[src/speck128_ofb_stream_cipher_assert.svh]
// Assertion macros shared by the Speck128 OFB cipher modules.
// Expects clk and rst (synchronous, active high) in the including module.
`ifndef SPECK128_OFB_STREAM_CIPHER_ASSERT_SVH
`define SPECK128_OFB_STREAM_CIPHER_ASSERT_SVH

// Same-cycle implication, ignored while in reset.
`define SOFB_CHECK_NOW(lbl, ante, cons, msg) \
  lbl: assert property (@(posedge clk) disable iff (rst) (ante) |-> (cons)) else $error(msg);

// Next-cycle implication, ignored while in reset.
`define SOFB_CHECK_NEXT(lbl, ante, cons, msg) \
  lbl: assert property (@(posedge clk) disable iff (rst) (ante) |=> (cons)) else $error(msg);

`endif

[src/sofb_pkg.sv]
// Shared types, constants and round functions for the Speck128 OFB cipher.
// No dependencies.
package sofb_pkg;

  localparam int WORD_W      = 64;
  localparam int BYTE_W      = 8;
  localparam int POS_W       = 4;
  localparam int ROUND_COUNT = 32;
  localparam int RND_W       = (ROUND_COUNT > 1) ? $clog2(ROUND_COUNT) : 1;
  localparam int QDEPTH      = 2;
  localparam int QPTR_W      = (QDEPTH > 1) ? $clog2(QDEPTH) : 1;
  localparam int QCNT_W      = $clog2(QDEPTH + 1);
  localparam int CFG_INDEX_W = 8;

  // Configuration register indexes
  localparam logic [CFG_INDEX_W-1:0] REG_KEY_WORD_ZERO = CFG_INDEX_W'(0);
  localparam logic [CFG_INDEX_W-1:0] REG_KEY_WORD_ONE  = CFG_INDEX_W'(1);
  localparam logic [CFG_INDEX_W-1:0] REG_IV_WORD_ZERO  = CFG_INDEX_W'(2);
  localparam logic [CFG_INDEX_W-1:0] REG_IV_WORD_ONE   = CFG_INDEX_W'(3);

  typedef logic [WORD_W-1:0] word_t;
  typedef logic [BYTE_W-1:0] byte_t;
  typedef logic [POS_W-1:0]  pos_t;

  typedef struct packed {
    word_t key0;
    word_t key1;
    word_t iv0;
    word_t iv1;
  } cfg_t;

  // One queued word, tagged by the front end
  typedef struct packed {
    byte_t data;
    logic  start;   // reload feedback from IV
    logic  enc;     // group start: encipher feedback first
    pos_t  pos;     // keystream byte position
  } item_t;

  typedef struct packed {
    word_t x;
    word_t y;
  } pair_t;

  typedef enum logic [1:0] {
    ST_IDLE,
    ST_RUN,
    ST_EMIT
  } core_state_t;

  function automatic pair_t speck_round(word_t x, word_t y, word_t k);
    pair_t r;
    r.x = ({x[7:0], x[WORD_W-1:8]} + y) ^ k;
    r.y = {y[WORD_W-4:0], y[WORD_W-1:WORD_W-3]} ^ r.x;
    return r;
  endfunction

  // Keystream byte: word 0 then word 1, most significant byte first
  function automatic byte_t ks_byte(word_t fb0, word_t fb1, pos_t pos);
    word_t      w;
    logic [2:0] idx;
    w   = pos[POS_W-1] ? fb1 : fb0;
    idx = ~pos[2:0];
    return byte_t'(w >> {idx, 3'b000});
  endfunction

endpackage

[src/sofb_front.sv]
// Front end: accepts input words, tracks keystream position, tags group starts,
// and buffers tagged words in a short queue. Depends on sofb_pkg.
`include "speck128_ofb_stream_cipher_assert.svh"

module sofb_front import sofb_pkg::*; (
  input  logic  clk,
  input  logic  rst,
  input  logic  in_valid,
  output logic  in_ready,
  input  byte_t data_byte,
  input  logic  start_message,
  output logic  q_valid,
  output item_t q_item,
  input  logic  q_pop
);

  item_t             mem [QDEPTH];
  logic [QPTR_W-1:0] wptr, rptr;
  logic [QCNT_W-1:0] count;
  pos_t              pos;
  pos_t              pos_eff;
  item_t             item_in;
  logic              accept;

  assign in_ready = (count != QCNT_W'(QDEPTH));
  assign accept   = in_valid && in_ready;
  assign q_valid  = (count != '0);
  assign q_item   = mem[rptr];

  // start resets position before this byte
  assign pos_eff       = start_message ? '0 : pos;
  assign item_in.data  = data_byte;
  assign item_in.start = start_message;
  assign item_in.enc   = (pos_eff == '0);
  assign item_in.pos   = pos_eff;

  always_ff @(posedge clk) begin
    if (accept) begin
      mem[wptr] <= item_in;
    end
  end

  always_ff @(posedge clk) begin
    if (rst) begin
      wptr  <= '0;
      rptr  <= '0;
      count <= '0;
      pos   <= '0;
    end else begin
      if (accept) begin
        wptr <= (wptr == QPTR_W'(QDEPTH - 1)) ? '0 : wptr + 1'b1;
        pos  <= pos_eff + 1'b1;
      end
      if (q_pop) begin
        rptr <= (rptr == QPTR_W'(QDEPTH - 1)) ? '0 : rptr + 1'b1;
      end
      if (accept && !q_pop) begin
        count <= count + 1'b1;
      end else if (!accept && q_pop) begin
        count <= count - 1'b1;
      end
    end
  end

  `SOFB_CHECK_NOW(front_count_bound, 1'b1, count <= QCNT_W'(QDEPTH), "queue count over depth")
  `SOFB_CHECK_NOW(front_pop_nonempty, q_pop, q_valid, "pop from empty queue")
  `SOFB_CHECK_NEXT(front_start_pos, accept && start_message, pos == pos_t'(1), "position not restarted")

endmodule

[src/sofb_core.sv]
// Back end: runs the Speck128 rounds on the feedback value, one per cycle,
// and XORs keystream into queued words through an output register. Depends on sofb_pkg.
`include "speck128_ofb_stream_cipher_assert.svh"

module sofb_core import sofb_pkg::*; (
  input  logic  clk,
  input  logic  rst,
  input  cfg_t  cfg,
  input  logic  q_valid,
  input  item_t q_item,
  output logic  q_pop,
  output logic  out_valid,
  input  logic  out_ready,
  output byte_t out_byte
);

  core_state_t      state, state_next;
  word_t            fb0, fb1;        // fb0 = y half, fb1 = x half
  word_t            kk, ll;          // round key and schedule partner
  logic [RND_W-1:0] rnd;
  logic             out_free;
  logic             start_run;
  pair_t            data_rnd, key_rnd;

  localparam logic [RND_W-1:0] RND_LAST = RND_W'(ROUND_COUNT - 1);

  assign out_free = !out_valid || out_ready;
  assign data_rnd = speck_round(fb1, fb0, kk);
  assign key_rnd  = speck_round(ll, kk, {{(WORD_W - RND_W){1'b0}}, rnd});

  always_comb begin
    state_next = state;
    case (state)
      ST_IDLE: begin
        if (q_valid && q_item.enc) state_next = ST_RUN;
      end
      ST_RUN: begin
        if (rnd == RND_LAST) state_next = ST_EMIT;
      end
      ST_EMIT: begin
        if (out_free) state_next = ST_IDLE;
      end
      default: state_next = ST_IDLE;
    endcase
  end

  always_comb begin
    q_pop     = 1'b0;
    start_run = 1'b0;
    case (state)
      ST_IDLE: begin
        start_run = q_valid && q_item.enc;
        q_pop     = q_valid && !q_item.enc && out_free;
      end
      ST_EMIT: begin
        q_pop = out_free;
      end
      default: begin
        q_pop     = 1'b0;
        start_run = 1'b0;
      end
    endcase
  end

  always_ff @(posedge clk) begin
    if (rst) begin
      state     <= ST_IDLE;
      fb0       <= '0;
      fb1       <= '0;
      rnd       <= '0;
      out_valid <= 1'b0;
    end else begin
      state <= state_next;
      if (start_run) begin
        if (q_item.start) begin
          fb0 <= cfg.iv0;
          fb1 <= cfg.iv1;
        end
        rnd <= '0;
      end else if (state == ST_RUN) begin
        fb0 <= data_rnd.y;
        fb1 <= data_rnd.x;
        rnd <= rnd + 1'b1;
      end
      if (q_pop) begin
        out_valid <= 1'b1;
      end else if (out_ready) begin
        out_valid <= 1'b0;
      end
    end
  end

  // Key schedule runs one step ahead of the data round
  always_ff @(posedge clk) begin
    if (start_run) begin
      kk <= cfg.key0;
      ll <= cfg.key1;
    end else if (state == ST_RUN) begin
      kk <= key_rnd.y;
      ll <= key_rnd.x;
    end
    if (q_pop) begin
      out_byte <= q_item.data ^ ks_byte(fb0, fb1, q_item.pos);
    end
  end

  `SOFB_CHECK_NOW(core_no_pop_in_run, state == ST_RUN, !q_pop, "word emitted mid-encipher")
  `SOFB_CHECK_NEXT(core_run_to_emit, state == ST_RUN && rnd == RND_LAST, state == ST_EMIT,
    "encipher did not finish")
  `SOFB_CHECK_NEXT(core_group_starts, state == ST_IDLE && q_valid && q_item.enc,
    state == ST_RUN && rnd == '0, "group start did not encipher")

endmodule

[src/speck128_ofb_stream_cipher.sv]
// Top level of the Speck128/128 OFB byte stream cipher.
// Holds the configuration registers; instantiates sofb_front and sofb_core. Uses sofb_pkg.
//
// Each input word is one data byte; each output word is that byte XORed with the
// next keystream byte. The keystream is the 128-bit feedback value, enciphered
// with 32 Speck128 rounds at the start of every 16-byte group: feedback word 0
// most significant byte first, then word 1. A word with start_message set reloads
// the feedback from the IV registers and restarts at byte 0. A byte that opens a
// group passes from the head of the queue to the output register through a setup
// state, the 32 rounds on one data round unit and an emit state that waits for a
// free output register; other bytes go straight from the queue to the output
// register whenever it is free. The round unit, one round per cycle with the key
// schedule computed in parallel one step ahead, limits throughput. A two-word
// queue between the front end and the cipher core keeps input words flowing
// while the core is enciphering or the output is stalled. Configuration writes
// are always accepted (cfg_ready is tied high) and must only come while the block
// is idle; a key change applies at the next group, an IV change at the next start.
// Writes to indexes beyond the four registers are ignored.

module speck128_ofb_stream_cipher import sofb_pkg::*; (
  input  logic                   clk,
  input  logic                   rst,
  input  logic                   in_valid,
  output logic                   in_ready,
  input  byte_t                  data_byte,
  input  logic                   start_message,
  output logic                   out_valid,
  input  logic                   out_ready,
  output byte_t                  out_byte,
  input  logic                   cfg_valid,
  output logic                   cfg_ready,
  input  logic [CFG_INDEX_W-1:0] cfg_index,
  input  word_t                  cfg_data
);

  cfg_t  cfg;
  logic  q_valid;
  item_t q_item;
  logic  q_pop;

  assign cfg_ready = 1'b1;

  // Configuration registers
  always_ff @(posedge clk) begin
    if (rst) begin
      cfg <= '0;
    end else if (cfg_valid) begin
      case (cfg_index)
        REG_KEY_WORD_ZERO: cfg.key0 <= cfg_data;
        REG_KEY_WORD_ONE:  cfg.key1 <= cfg_data;
        REG_IV_WORD_ZERO:  cfg.iv0  <= cfg_data;
        REG_IV_WORD_ONE:   cfg.iv1  <= cfg_data;
        default: ;
      endcase
    end
  end

  // Front: position tracking and queue
  sofb_front u_front (
    .clk           (clk),
    .rst           (rst),
    .in_valid      (in_valid),
    .in_ready      (in_ready),
    .data_byte     (data_byte),
    .start_message (start_message),
    .q_valid       (q_valid),
    .q_item        (q_item),
    .q_pop         (q_pop)
  );

  // Back: round engine and output register
  sofb_core u_core (
    .clk       (clk),
    .rst       (rst),
    .cfg       (cfg),
    .q_valid   (q_valid),
    .q_item    (q_item),
    .q_pop     (q_pop),
    .out_valid (out_valid),
    .out_ready (out_ready),
    .out_byte  (out_byte)
  );

endmodule
[config.mk]
export PLATFORM = sky130hd
export DESIGN_NAME = speck128_ofb_stream_cipher
export DESIGN_NICKNAME = d
export VERILOG_FILES = /design/src/sofb_pkg.sv /design/src/sofb_front.sv /design/src/sofb_core.sv /design/src/speck128_ofb_stream_cipher.sv
export VERILOG_INCLUDE_DIRS = /design/src /design/src/src
export SDC_FILE = /design/constraint.sdc
export NUM_CORES = 2
export LEC_CHECK = 0
export BUFFER_PORTS_ARGS = -buffer_cell sky130_fd_sc_hd__buf_4
export CORE_UTILIZATION = 30
export CTS_BUF_LIST = sky130_fd_sc_hd__clkbuf_2 sky130_fd_sc_hd__clkbuf_4 sky130_fd_sc_hd__clkbuf_8
export CTS_CLUSTER_DIAMETER = 100
export DETAILED_ROUTE_END_ITERATION = 6
export PLACE_DENSITY_LB_ADDON = 0.05
export SLEW_MARGIN = 20
export SYNTH_ARGS = -nofsm -noshare
export SYNTH_HDL_FRONTEND = slang
export SYNTH_HIERARCHICAL = 1
export SYNTH_SLANG_ARGS = --single-unit
[constraint.sdc]
create_clock -name clk -period 5.3 [get_ports clk]
set_input_delay 0.53 -clock clk [delete_from_list [all_inputs] [get_ports clk]]
set_output_delay 0.53 -clock clk [all_outputs]
set_load 0.02 [all_outputs]
==> impl_table.tex <==
\begin{tabular}{lr}
\hline
Metric & Value \\
\hline
\multicolumn{2}{l}{\textbf{Run status}} \\
\quad Outcome & complete, no violations \\
\multicolumn{2}{l}{\textbf{Cells and area}} \\
\quad Net count reported at finish & 3833 \\
\quad Final instance area & 0.03791 mm2 \\
\quad Final cell count without fillers & $\sim$5200 \\
\quad Top library cells by usage in the layout, fill and taps aside & sky130\_fd\_sc\_hd\_\_dfxtp\_1 (401), sky130\_fd\_sc\_hd\_\_nand2b\_1 (338), sky130\_fd\_sc\_hd\_\_nand2\_1 (320) \\
\quad Leading cell type in the layout, fill and taps excluded & sky130\_fd\_sc\_hd\_\_dfxtp\_1 \\
\quad Fill count & 11420 \\
\quad Fraction of final layout cells sized beyond drive strength 1 & a little under an eighth \\
\quad Area growth from synthesis to layout & 13.05\% \\
\multicolumn{2}{l}{\textbf{Placed design}} \\
\quad Number of placed instances with taps included & around 5000 \\
\quad Dpl hpwl & 98400 um \\
\quad Post-placement worst setup slack & $\sim$0.48 ns \\
\quad RePlAce Congestion & between 0.8 and 0.9 \\
\quad Post-place instance area & 0.03551 mm2 \\
\quad Count of buffers inserted at the top-level ports & 95 \\
\multicolumn{2}{l}{\textbf{Setup path}} \\
\quad Crit path max fanout & 6 \\
\quad Crit-path cells & ha\_1 -> nand4\_1 -> nor2\_1 -> o21ai\_1 -> a311oi\_2 -> buf\_4 -> nor3b\_1 -> o41a\_1 -> o21ai\_2 -> a31oi\_1 -> xnor2\_1 -> xnor2\_1 -> o21ai\_1 \\
\quad Flop-to-flop setup slack & around 0.26 ns \\
\quad Nature of the critical path startpoint & flip-flop \\
\quad Origin of the worst setup path & u\_core/kk[9] \\
\quad Worst Setup End Kind & flip-flop \\
\quad Critical path class & reg2reg \\
\quad Critical R2R Launch & u\_core/kk[9] \\
\quad Arrival time at the worst endpoint & 5.54 ns \\
\quad Slowest cell delay on critical path & 0.61 ns \\
\quad Master of the slowest instance on the critical path & sky130\_fd\_sc\_hd\_\_nor2\_1 \\
\quad Worst path required time & 5.80 ns \\
\multicolumn{2}{l}{\textbf{Logic synthesis}} \\
\quad Synth top area share & 23.94\% \\
\quad Synthesized net count & approximately 3800 \\
\quad Flip-flop and latch count after synthesis & 565 \\
\quad Number of flops mapped to enable cells by yosys & 164 \\
\quad Proportion of register bits with asynchronous set or reset after synthesis & 0\% \\
\quad Synth Instances & 3577 \\
\quad Mapped Area & 0.03353 mm2 \\
\quad Sequential area share after synthesis & 38.63\% \\
\quad Count of different cell masters after synthesis & 90 \\
\quad Top post-synthesis cells by area & sky130\_fd\_sc\_hd\_\_dfxtp\_1 (24\%), sky130\_fd\_sc\_hd\_\_edfxtp\_1 (15\%), sky130\_fd\_sc\_hd\_\_mux2i\_1 (7.8\%), sky130\_fd\_sc\_hd\_\_nand2b\_1 (6.3\%), sky130\_fd\_sc\_hd\_\_xnor2\_1 (5.7\%) \\
\quad Top\_reg\_cell synth & sky130\_fd\_sc\_hd\_\_dfxtp\_1 \\
\quad Cell taking the most area after synthesis & sky130\_fd\_sc\_hd\_\_dfxtp\_1 \\
\quad Synthesis warning total & 6 \\
\quad Syn Area/Cell & around 9.4 um2 \\
\multicolumn{2}{l}{\textbf{STA}} \\
\quad Setup repair after global routing missed its margin & false \\
\quad Part of the cycle the worst path needs & 95.08\% \\
\quad Shortest clock period the worst path allows after layout & approximately 5 ns \\
\quad Final TNS setup & 0 ns \\
\quad Count of final hold-check violations & 0 \\
\quad Final Setup Violations & 0 \\
\quad Tightest slew margin relative to the limit & between 20 and 30\% \\
\quad Slew of the pin with the lowest slew margin & 1.075 ns \\
\quad Maximum clock frequency & 198.4 MHz \\
\quad Number of max-slew violations in the final report & 0 \\
\quad Setup clock skew after layout & 0.03815 ns \\
\quad Worst Setup Slack, final & 0.2607 ns \\
\multicolumn{2}{l}{\textbf{Clocking}} \\
\quad Clock-pin transition on the worst setup and hold timing paths & 0.06 ns \\
\quad CTS Root Buffer Type & sky130\_fd\_sc\_hd\_\_clkbuf\_8 \\
\quad Num CTS Buffers & 110 \\
\quad CTS Buffer Depth & 3 \\
\quad CTS tree & done \\
\quad H-tree levels & 3 \\
\quad Later-pin clock latency in the skew report & 0.79 ns \\
\quad Clock sinks & around 570 \\
\multicolumn{2}{l}{\textbf{Floorplanning}} \\
\quad Overall die width & 336.3 um \\
\quad Vert. Die Dim & 336.3 um \\
\quad Total die area & 0.1131 mm2 \\
\quad Row count & 122 \\
\quad Initial core utilization & a little under a third \\
\quad Placeable core region & 0.1107 mm2 \\
\quad Boundary Pins & between 90 and 100 \\
\multicolumn{2}{l}{\textbf{Routing}} \\
\quad First-pass DRT Iterations & 6 \\
\quad Drc violations & 0 \\
\quad Number of vias after detailed routing & 27265 \\
\quad Total detailed-routing wirelength & 132300 um \\
\quad Number of routed nets with antenna violations & 0 \\
\quad Vias per std cell & $\sim$5.2 \\
\quad Initial detailed-routing violation count & 2014 \\
\quad Wire length per cell after detailed routing & 25.44 um \\
\multicolumn{2}{l}{\textbf{Min path}} \\
\quad Min-Delay Path Class & in2reg \\
\quad Min-Delay Startpoint & cfg\_data[12] \\
\multicolumn{2}{l}{\textbf{Flow run}} \\
\quad Max-cap viol count & 0 \\
\multicolumn{2}{l}{\textbf{Power}} \\
\quad Total chip power & 30.42 mW \\
\quad Ratio of total power to cell area & 802.6 mW/mm2 \\
\quad Leakage power summed over all cells & between 15 and 20 nW \\
\quad Worst vdd ir & 0.0003454 V \\
\multicolumn{2}{l}{\textbf{GRT}} \\
\quad Total overflow reported by the global router & 0 \\
\quad Global-route wire length before repair & 191400 um \\
\quad Global Route Usage Sum & 23.17\% \\
\quad Via count of the first global-routing pass & 27387 \\
\quad Maximum number of pins on one net before global-route repair & 123 \\
\quad Antenna violations before repair & 7 \\
\hline
\end{tabular}
[worst max-delay path: cells and delay by family (launching register included)]
family	cells	cell delay, ns
compound gates	6	2.09
xor+xnor	2	0.44
fa+ha+maj	1	0.44
buf+inv	1	0.19
flops	1	0.49
simple gates	3	1.07
[routing by layer]
metal / GRT usage [%] / vias to the layer above / part of all wire (%)
met5: 0 / - / 0.0098
met4: 7.257 / 2 / 3.0
met3: 4.377 / 183 / 5.4
met2: 35.27 / 755 / 44
met1: 32.79 / 13536 / 48
li1: - / 12789 / -
[cell usage after synthesis (all sizes together), types with 10 or more instances]
| cell | count |
|---|---|
| a211o | 10 |
| a211oi | 67 |
| a21o | 73 |
| a21oi | 262 |
| a221oi | 18 |
| a311oi | 21 |
| a31oi | 24 |
| and2 | 10 |
| and3 | 16 |
| buf | 55 |
| clkbuf | 168 |
| dfxtp | 401 |
| edfxtp | 164 |
| ha | 131 |
| inv | 56 |
| mux2 | 30 |
| mux2i | 262 |
| mux4 | 40 |
| nand2 | 322 |
| nand2b | 338 |
| nand3 | 55 |
| nand4 | 36 |
| nor2 | 287 |
| nor2b | 16 |
| nor3 | 40 |
| nor4 | 11 |
| o211ai | 16 |
| o21a | 18 |
| o21ai | 155 |
| o21bai | 35 |
| o31ai | 14 |
| or3 | 23 |
| xnor2 | 220 |
| xor2 | 93 |
[logic make-up after synthesis]
group                      synth area share, %
AOI/OAI and AO/OA                        14.60
xor gates and xnor gates                 8.717
adders and majority gates                5.008
buffers and inverters                    4.142
DFF                                      38.63
muxes                                    11.52
other                                  0.01118
and+or+nand+nor                          17.37
[power by group]
| group | internal, mW | total, mW | switching [mW] |
|---|---|---|---|
| logic | 6.70 | 17.9 | 11.2 |
| clock network | 2.56 | 4.62 | 2.06 |
| registers | 6.37 | 7.90 | 1.54 |
[sequential cells by signal (all words and copies together), names as in the netlist, 5 cells and up, named ones only]
| register | flops |
|---|---|
| cfg | 256 |
| u_core/fb0 | 64 |
| u_core/fb1 | 64 |
| u_core/kk | 64 |
| u_core/ll | 64 |
| u_core/out_byte | 8 |
| u_core/rnd | 5 |
| u_front/mem | 28 |
[layout make-up]
class / instances / area [um2] / area share (%)
Antenna cell: 2 / 5.005 / 0.01320
Clock buffer: 168 / 2056 / 5.423
Clock inverter: 38 / 235.2 / 0.6206
Inverter: 56 / 210.2 / 0.5545
Multi-Input combinational cell: 2733 / 19240 / 50.76
Sequential cell: 565 / 12950 / 34.17
Tap cell: 1488 / 1862 / 4.912
Timing Repair Buffer: 148 / 1344 / 3.545
[worst paths after layout]
| check | end | cells past startpoint |
|---|---|---|
| min | cfg[76] | 3 |
| max reg2reg | u_core/kk[59] | 13 |
| max | u_core/kk[59] | 13 |
| min reg2reg | cfg[168] | 2 |
[metrics by stage]
| stage | util (%) | hold WS, ns |
|---|---|---|
| detailed placement | 32.09 | 0.4617 |
| floorplan | - | 0.4422 |
| global route | 34.25 | 0.05363 |
| CTS | 34.25 | 0.01408 |
| global placement | 32.09 | 0.4595 |
| finish | 34.25 | 0.09639 |
[what timing repair did]
action,in CTS,in global routing
setup endpoints to repair,0,0
setup buffers,0,0
resized for setup,0,0
hold buffers,10,0
endpoints found under the hold margin,19,0
(Power assumes the default switching activity.)
